## src/rtl/dtd_pkg.sv

```systemverilog
package dtd_pkg;

  localparam int unsigned YEAR_W  = 14;
  localparam int unsigned MONTH_W = 4;
  localparam int unsigned DAY_W   = 5;
  localparam int unsigned COUNT_W = 16;
  localparam int unsigned LEN_W   = 9;

  localparam logic [YEAR_W-1:0] EPOCH_RESET = 14'd2000;

  // Epoch reduction modulo 400: restoring steps that subtract 400 << i.
  localparam int unsigned MOD_STEPS = 6;
  localparam int unsigned STEP_W    = 3;
  localparam logic [STEP_W-1:0] STEP_LAST = 3'd0;
  localparam logic [STEP_W-1:0] STEP_FIRST = 3'(MOD_STEPS - 1);

  typedef logic [YEAR_W-1:0] mod_tab_t [MOD_STEPS];
  localparam mod_tab_t MOD_SUB = '{14'd400, 14'd800, 14'd1600, 14'd3200, 14'd6400, 14'd12800};

  localparam logic [YEAR_W-1:0] CYCLE_LAST = 14'd399;

  localparam logic [LEN_W-1:0] DAYS_LEAP_YEAR   = 9'd366;
  localparam logic [LEN_W-1:0] DAYS_COMMON_YEAR = 9'd365;

  localparam logic [MONTH_W-1:0] MONTH_JAN = 4'd1;
  localparam logic [MONTH_W-1:0] MONTH_DEC = 4'd12;

  typedef enum logic [2:0] {
    ST_IDLE,
    ST_MOD,
    ST_YEAR,
    ST_MONTH,
    ST_HOLD
  } dtd_state_t;

  typedef struct packed {
    logic              load;
    logic              mod_en;
    logic [STEP_W-1:0] mod_idx;
    logic              year_en;
    logic              month_en;
    logic              out_load;
  } dtd_cmd_t;

  typedef struct packed {
    logic year_done;
    logic month_done;
  } dtd_stat_t;

  // Leap rule from the year modulo 400.
  function automatic logic is_leap(input logic [LEN_W-1:0] r400);
    return (r400[1:0] == 2'b00) && (r400 != 9'd100) && (r400 != 9'd200) && (r400 != 9'd300);
  endfunction

  function automatic logic [DAY_W-1:0] month_len(input logic [MONTH_W-1:0] m, input logic leap);
    logic [DAY_W-1:0] len;
    unique case (m)
      4'd2:                     len = leap ? 5'd29 : 5'd28;
      4'd4, 4'd6, 4'd9, 4'd11:  len = 5'd30;
      default:                  len = 5'd31;
    endcase
    return len;
  endfunction

endpackage

```

## src/rtl/dtd_ctrl.sv

```systemverilog
module dtd_ctrl
  import dtd_pkg::*;
(
  input  logic      clk,
  input  logic      rst_n,
  input  logic      in_valid,
  output logic      in_ready,
  output logic      out_valid,
  input  logic      out_ready,
  input  dtd_stat_t stat,
  output dtd_cmd_t  cmd
);

  dtd_state_t        state_r, state_nxt;
  logic [STEP_W-1:0] step_r, step_nxt;
  logic              out_valid_r, out_valid_nxt;
  logic              slot_free;

  assign slot_free = !out_valid_r || out_ready;
  assign out_valid = out_valid_r;

  always_ff @(posedge clk) begin
    if (!rst_n) begin
      state_r     <= ST_IDLE;
      step_r      <= STEP_FIRST;
      out_valid_r <= 1'b0;
    end else begin
      state_r     <= state_nxt;
      step_r      <= step_nxt;
      out_valid_r <= out_valid_nxt;
    end
  end

  always_comb begin
    state_nxt = state_r;
    step_nxt  = step_r;
    in_ready  = 1'b0;
    cmd       = '0;
    cmd.mod_idx = step_r;
    unique case (state_r)
      ST_IDLE: begin
        in_ready = 1'b1;
        if (in_valid) begin
          cmd.load  = 1'b1;
          step_nxt  = STEP_FIRST;
          state_nxt = ST_MOD;
        end
      end
      ST_MOD: begin
        cmd.mod_en = 1'b1;
        if (step_r == STEP_LAST) begin
          state_nxt = ST_YEAR;
        end else begin
          step_nxt = step_r - 3'd1;
        end
      end
      ST_YEAR: begin
        cmd.year_en = 1'b1;
        if (stat.year_done) begin
          state_nxt = ST_MONTH;
        end
      end
      ST_MONTH: begin
        cmd.month_en = 1'b1;
        if (stat.month_done) begin
          if (slot_free) begin
            cmd.out_load = 1'b1;
            state_nxt    = ST_IDLE;
          end else begin
            state_nxt = ST_HOLD;
          end
        end
      end
      ST_HOLD: begin
        if (slot_free) begin
          cmd.out_load = 1'b1;
          state_nxt    = ST_IDLE;
        end
      end
      default: begin
        state_nxt = ST_IDLE;
      end
    endcase
    out_valid_nxt = cmd.out_load ? 1'b1 : (out_ready ? 1'b0 : out_valid_r);
  end

endmodule

```

## src/rtl/dtd_dp.sv

```systemverilog
module dtd_dp
  import dtd_pkg::*;
(
  input  logic               clk,
  input  logic               rst_n,
  input  logic               cfg_valid,
  input  logic               cfg_ready,
  input  logic [YEAR_W-1:0]  cfg_base_year,
  input  logic [COUNT_W-1:0] in_day_count,
  input  dtd_cmd_t           cmd,
  output dtd_stat_t          stat,
  output logic [YEAR_W-1:0]  out_year,
  output logic [MONTH_W-1:0] out_month,
  output logic [DAY_W-1:0]   out_day_of_month
);

  logic [YEAR_W-1:0]  epoch_r;
  logic [COUNT_W-1:0] rest_r;
  logic [YEAR_W-1:0]  year_r;
  logic [YEAR_W-1:0]  mod_r;
  logic [MONTH_W-1:0] month_r;
  logic [YEAR_W-1:0]  out_year_r;
  logic [MONTH_W-1:0] out_month_r;
  logic [DAY_W-1:0]   out_day_r;

  logic               leap;
  logic [LEN_W-1:0]   year_len;
  logic [DAY_W-1:0]   mlen;

  // mod_r holds the year modulo 400 once the reduction steps are done.
  assign leap     = is_leap(mod_r[LEN_W-1:0]);
  assign year_len = leap ? DAYS_LEAP_YEAR : DAYS_COMMON_YEAR;
  assign mlen     = month_len(month_r, leap);

  assign stat.year_done  = rest_r < COUNT_W'(year_len);
  assign stat.month_done = (month_r == MONTH_DEC) || (rest_r < COUNT_W'(mlen));

  always_ff @(posedge clk) begin
    if (!rst_n) begin
      epoch_r <= EPOCH_RESET;
    end else if (cfg_valid && cfg_ready) begin
      epoch_r <= cfg_base_year;
    end
  end

  always_ff @(posedge clk) begin
    if (cmd.load) begin
      rest_r  <= in_day_count;
      year_r  <= epoch_r;
      mod_r   <= epoch_r;
      month_r <= MONTH_JAN;
    end
    if (cmd.mod_en && (mod_r >= MOD_SUB[cmd.mod_idx])) begin
      mod_r <= mod_r - MOD_SUB[cmd.mod_idx];
    end
    if (cmd.year_en && !stat.year_done) begin
      rest_r <= rest_r - COUNT_W'(year_len);
      year_r <= year_r + 14'd1;
      mod_r  <= (mod_r == CYCLE_LAST) ? '0 : mod_r + 14'd1;
    end
    if (cmd.month_en && !stat.month_done) begin
      rest_r  <= rest_r - COUNT_W'(mlen);
      month_r <= month_r + 4'd1;
    end
    if (cmd.out_load) begin
      out_year_r  <= year_r;
      out_month_r <= month_r;
      out_day_r   <= rest_r[DAY_W-1:0] + 5'd1;
    end
  end

  assign out_year         = out_year_r;
  assign out_month        = out_month_r;
  assign out_day_of_month = out_day_r;

endmodule

```

## src/rtl/day_number_to_date.sv

```systemverilog
// Time from the accepting edge to out_valid grows with Y + M, where Y is the number of
// whole years removed (at most 179) and M the number of whole months (at most 11).
// Throughput: one word per conversion; the next word is taken in the cycle after the result
// is loaded into the output register. The time per word is set mostly by the
// one-year-per-cycle subtract loop, plus any wait for a stalled result word.
// Reset (rst_n low, synchronous) idles the controller, drops out_valid, sets base year 2000.
module day_number_to_date
  import dtd_pkg::*;
(
  input  logic               clk,
  input  logic               rst_n,
  // Configuration write channel: the epoch year.
  input  logic               cfg_valid,
  output logic               cfg_ready,
  input  logic [YEAR_W-1:0]  cfg_base_year,
  // Input channel: one day count per word.
  input  logic               in_valid,
  output logic               in_ready,
  input  logic [COUNT_W-1:0] in_day_count,
  // Result channel: one date per word.
  output logic               out_valid,
  input  logic               out_ready,
  output logic [YEAR_W-1:0]  out_year,
  output logic [MONTH_W-1:0] out_month,
  output logic [DAY_W-1:0]   out_day_of_month
);

  // The controller sequences the conversion: it first reduces the epoch year modulo 400
  // in six restoring subtract steps so that the leap rule needs only small compares,
  // then removes whole years one per cycle, then whole months one per cycle. The
  // datapath holds the running remainder, the year, its value modulo 400 and the month.
  // A finished date waits in the datapath until the output register is free, so a
  // consumer that stalls never loses or repeats a word.

  dtd_cmd_t  cmd;
  dtd_stat_t stat;

  // Epoch register always writable; writes must only be made while idle (not enforced).
  assign cfg_ready = 1'b1;

  dtd_ctrl u_ctrl (
    .clk       (clk),
    .rst_n     (rst_n),
    .in_valid  (in_valid),
    .in_ready  (in_ready),
    .out_valid (out_valid),
    .out_ready (out_ready),
    .stat      (stat),
    .cmd       (cmd)
  );

  dtd_dp u_dp (
    .clk              (clk),
    .rst_n            (rst_n),
    .cfg_valid        (cfg_valid),
    .cfg_ready        (cfg_ready),
    .cfg_base_year    (cfg_base_year),
    .in_day_count     (in_day_count),
    .cmd              (cmd),
    .stat             (stat),
    .out_year         (out_year),
    .out_month        (out_month),
    .out_day_of_month (out_day_of_month)
  );

endmodule

```

## config.mk

```make
export PLATFORM = sky130hd
export DESIGN_NAME = day_number_to_date
export DESIGN_NICKNAME = d
export VERILOG_FILES = /design/src/rtl/dtd_pkg.sv /design/src/rtl/dtd_ctrl.sv /design/src/rtl/dtd_dp.sv /design/src/rtl/day_number_to_date.sv
export SDC_FILE = /design/constraint.sdc
export NUM_CORES = 1
export LEC_CHECK = 0
export BUFFER_PORTS_ARGS = -buffer_cell sky130_fd_sc_hd__clkbuf_2
export CAP_MARGIN = 20
export CORE_MARGIN = 5
export CORE_UTILIZATION = 59
export CTS_CLUSTER_SIZE = 24
export DETAILED_ROUTE_END_ITERATION = 16
export PLACE_DENSITY_LB_ADDON = 0.05
export SLEW_MARGIN = 20
export SYNTH_ARGS = -nofsm -noshare
export SYNTH_HDL_FRONTEND = slang
export SYNTH_SLANG_ARGS = --single-unit
```

## constraint.sdc

```tcl
create_clock -name clk -period 4.9 [get_ports clk]
set_input_delay 0.245 -clock clk [delete_from_list [all_inputs] [get_ports clk]]
set_output_delay 0.245 -clock clk [all_outputs]
set_load 0.03 [all_outputs]
```

==> run_results.csv <==
group,metric,value,unit
sta,finalClockSkew,14.65,ps
sta,period_share,84.99,%
global_routing,grt_pass1_wl,21160,um
sta,hold_viol_final,0,
cells_and_area,syn2layout_area_growth,10.89,%
sta,final_max_slew_viol_count,0,
clock_network,tritoncts,"done",
yosys,synthCells,564,
sta,slew_headroom,46.83,%
clock_network,cts_root_buf,"clkbuf_8",
clock_network,cts_buffer_depth,2,
yosys,syn_nets,629,
yosys,synth_ff_type,"edfxtp_1",
critical_path,critPathLaunch,"u_dp.mod_r[6]$_DFFE_PP_",
yosys,synth_compound_area_share,15.91,%
cells_and_area,multiInputGateArea,2826,um^2
routing,vias,4388,
critical_path,crit_family,"compound AO/OA/AOI/OAI gates",
worst_hold_path,hold_path_startpoint,"cfg_base_year[6]",
floorplanning,core,9240,um^2
status,outcome,"complete, no violations",
placement,port_buffers,59,
yosys,synth_edf_count,71,
critical_path,max_stage_delay,530,ps
yosys,yosys.cell_types.count,61,
routing,drtIter0Drc,268,
yosys,yosysWarnings,0,
pwr,ir_drop,0.0002097,V
yosys,yosys.area_share.simple,18.51,%
placement,gp_congestion,0.9485,
clock_network,cts_sinks,92,
global_routing,grt_pass1_vias,4222,
routing,detail-route-antenna-nets,0,
global_routing,grt_usage,23.16,%
floorplanning,dieWidth,107.3,um
yosys,seq_area_frac_synth,45.71,%
routing,drc,0,
clock_network,cts_resized,0,
pwr,power,2057,uW
floorplanning,ios,61,
pwr,power_density,332.2,nW/um^2
critical_path,worstSetupStartpointType,"register",
global_routing,grt-ovfl-total,0,
sta,worst_pin_slew,790.8,ps
job,cap_viol_max_count,0,
sta,fin_crit,4164,ps
yosys,synth_top_family_by_area,"simple AND/OR/NAND/NOR gates",
critical_path,r2r-start,"u_dp.mod_r[6]$_DFFE_PP_",
placement,place_hpwl,9691,um
critical_path,path_max_fanout,25,
critical_path,crit_chain,"or3b_2 > a21oi_1 > a31oi_1 > o21ai_0 > buf_4 > and2_1 > o31ai_1 > ha_1 > inv_1 > fa_1 > nand4_1 > and2_1 > a21o_2 > nand2_1 > a221oi_1 > o221ai_1",
cells_and_area,fin_nets,681,
sta,max_freq,0.2401,GHz
critical_path,arrival,4270,ps
routing,routed_via_density,5.851,
floorplanning,dieArea,11510,um^2
cells_and_area,fillers,764,
critical_path,crit_type,"reg2reg",
worst_hold_path,hp-class,"in2reg",
critical_path,crit_buf_inv,2,
yosys,syn-cell-area,5584,um^2
routing,post_drt_wl_per_cell,17.21,um
clock_network,clk_pin_slew,90,ps
yosys,avgSynthCellArea,9.901,um^2
yosys,muxShareOfSynthArea,2.689,%
floorplanning,rows,35,
routing,drtPass1Iterations,5,
sta,grt_setup_unrepaired,"no",
floorplanning,start_util,60.43,%
cells_and_area,diodes,0,
yosys,synthArstFlopShare,0,%
clock_network,htree_levels,3,
clock_network,cts_setup_buffers,0,
global_routing,grt_start_max_net_pins,28,
cells_and_area,ff_latch_area,2552,um^2
critical_path,end_kind,"register",
clock_network,insertion_delay,370,ps
pwr,p_leak,0.002428,uW
sta,setup_viol,0,
global_routing,antenna_found_initial,0,
routing,wl,12910,um
sta,fin_tns_setup,0,ps
critical_path,cp_common_cell,"and2_1",
cells_and_area,drive_gt1_share,16.43,%
clock_network,numCtsBuffers,9,
clock_network,ctsHoldBuffers,0,
yosys,synthAdderAreaFrac,7.125,%
yosys,synth_xor_area_share,6.274,%
critical_path,crit_required,5010,ps
floorplanning,die_h,107.3,um
yosys,ys_ff_latch,92,
critical_path,slowest_stage,"edfxtp_1",
==> tightest hold or removal path: cells and delay by family <==
family	cells	cell delay [ps]
and+or+nand+nor	1	60
buffers and inverters	1	80
muxes	1	60
==> cell usage in the layout, fill, tap and decap left out, types with 4 or more instances in the layout <==
cell type,instances
o21ai_0,30
nor2_1,34
a22oi_1,5
buf_4,11
nor2b_1,18
nand4_1,4
nor4_1,4
xor2_1,16
o31a_1,4
o21a_1,6
a31oi_1,6
a21oi_1,20
nand2_1,69
o31ai_1,5
and2_1,6
inv_1,18
ha_1,27
nand3_1,23
nor3_1,11
xnor2_1,24
clkbuf_8,9
mux2i_1,15
o211ai_1,4
o22ai_1,11
dfxtp_1,21
o221ai_1,10
and3_1,13
edfxtp_1,71
clkbuf_2,59
==> cells by family (layout without fill, tap and decap cells) <==
| logic type | after synthesis | in the layout |
|---|---|---|
| AND/OR/NAND/NOR | 206 | 206 |
| AO/OA/AOI/OAI | 131 | 131 |
| flip-flops | 92 | 92 |
| buffers and inverters | 49 | 106 |
| XOR/XNOR | 40 | 40 |
| adder cells (fa/ha/maj) | 30 | 30 |
| multiplexers | 15 | 15 |
| other | 1 | 1 |
==> metrics by stage <==
stage | worst slack, ps | utilization, % | cells | instance area (um^2) | hold slack, ps
4_1_cts | 780.1 | 67.01 | 750 | 6192 | 97.43
3_3_place_gp | 969.6 | 65.04 | 734 | 6010 | 457.1
3_5_place_dp | 821.2 | 65.04 | 734 | 6010 | 456.7
5_1_grt | 470.1 | 67.01 | 750 | 6192 | 116.4
2_1_floorplan | 654.9 | - | 564 | 5584 | 373.4
6_report | 735.6 | 67.01 | 750 | 6192 | 97.75
==> routing by layer <==
layer	share of wire [%]	routed length, um	vias up	GRT usage (%)
li1	-	-	2183	-
met1	48	6142	2045	33.59
met2	46	5886	137	36.28
met3	4.9	631	23	3.599
met4	1.9	244	0	6.119
met5	0	0	-	0
==> state kept, by name (all words and copies together), names as in the netlist <==
name and cells:
u_dp.rest_r 16, u_dp.epoch_r 14, u_dp.mod_r 14, u_dp.out_year 14, u_dp.year_r 14, u_dp.out_day_of_month 5, u_dp.month_r 4, u_dp.out_month 4
u_ctrl.state_r 3, u_ctrl.step_r 3, u_ctrl.out_valid 1
==> path summary, 6_finish.rpt <==
check / to / slack, ps / depth (start not counted)
worst min-delay path: u_dp.epoch_r[6]$_SDFFE_PN1P_ / 100 / 3
worst max-delay path: u_dp.rest_r[11]$_DFFE_PP_ / 740 / 16
worst max register to register: u_dp.rest_r[11]$_DFFE_PP_ / 740 / 16
worst min register to register: u_dp.out_year[13]$_DFFE_PP_ / 480 / 0
==> synthesized netlist by cell type, types with 18 or more instances <==
cell type	number	area, um^2
edfxtp_1	71	2132
nor2b_1	18	112.6
a21oi_1	20	100.1
inv_1	18	67.56
nand3_1	23	115.1
o21ai_0	30	150.1
nand2_1	69	259.0
dfxtp_1	21	420.4
ha_1	27	337.8
xnor2_1	24	210.2
nor2_1	35	131.4
clkbuf_1	18	67.56
==> area by class of cell <==
class	instances	area share [%]
clock inverters	7	0.9497
well taps	129	2.607
clock buffers	9	2.000
inverters	19	1.152
multi-input cells	423	45.65
flip-flops and latches	92	41.22
repair buffers	71	6.426
==> report_power, final <==
part / internal [uW] / switching (uW)
logic: 223 / 294
registers: 947 / 108
clock network: 192 / 294
total: 1360 / 695
Note: power is estimated with default switching activity, not from simulation.
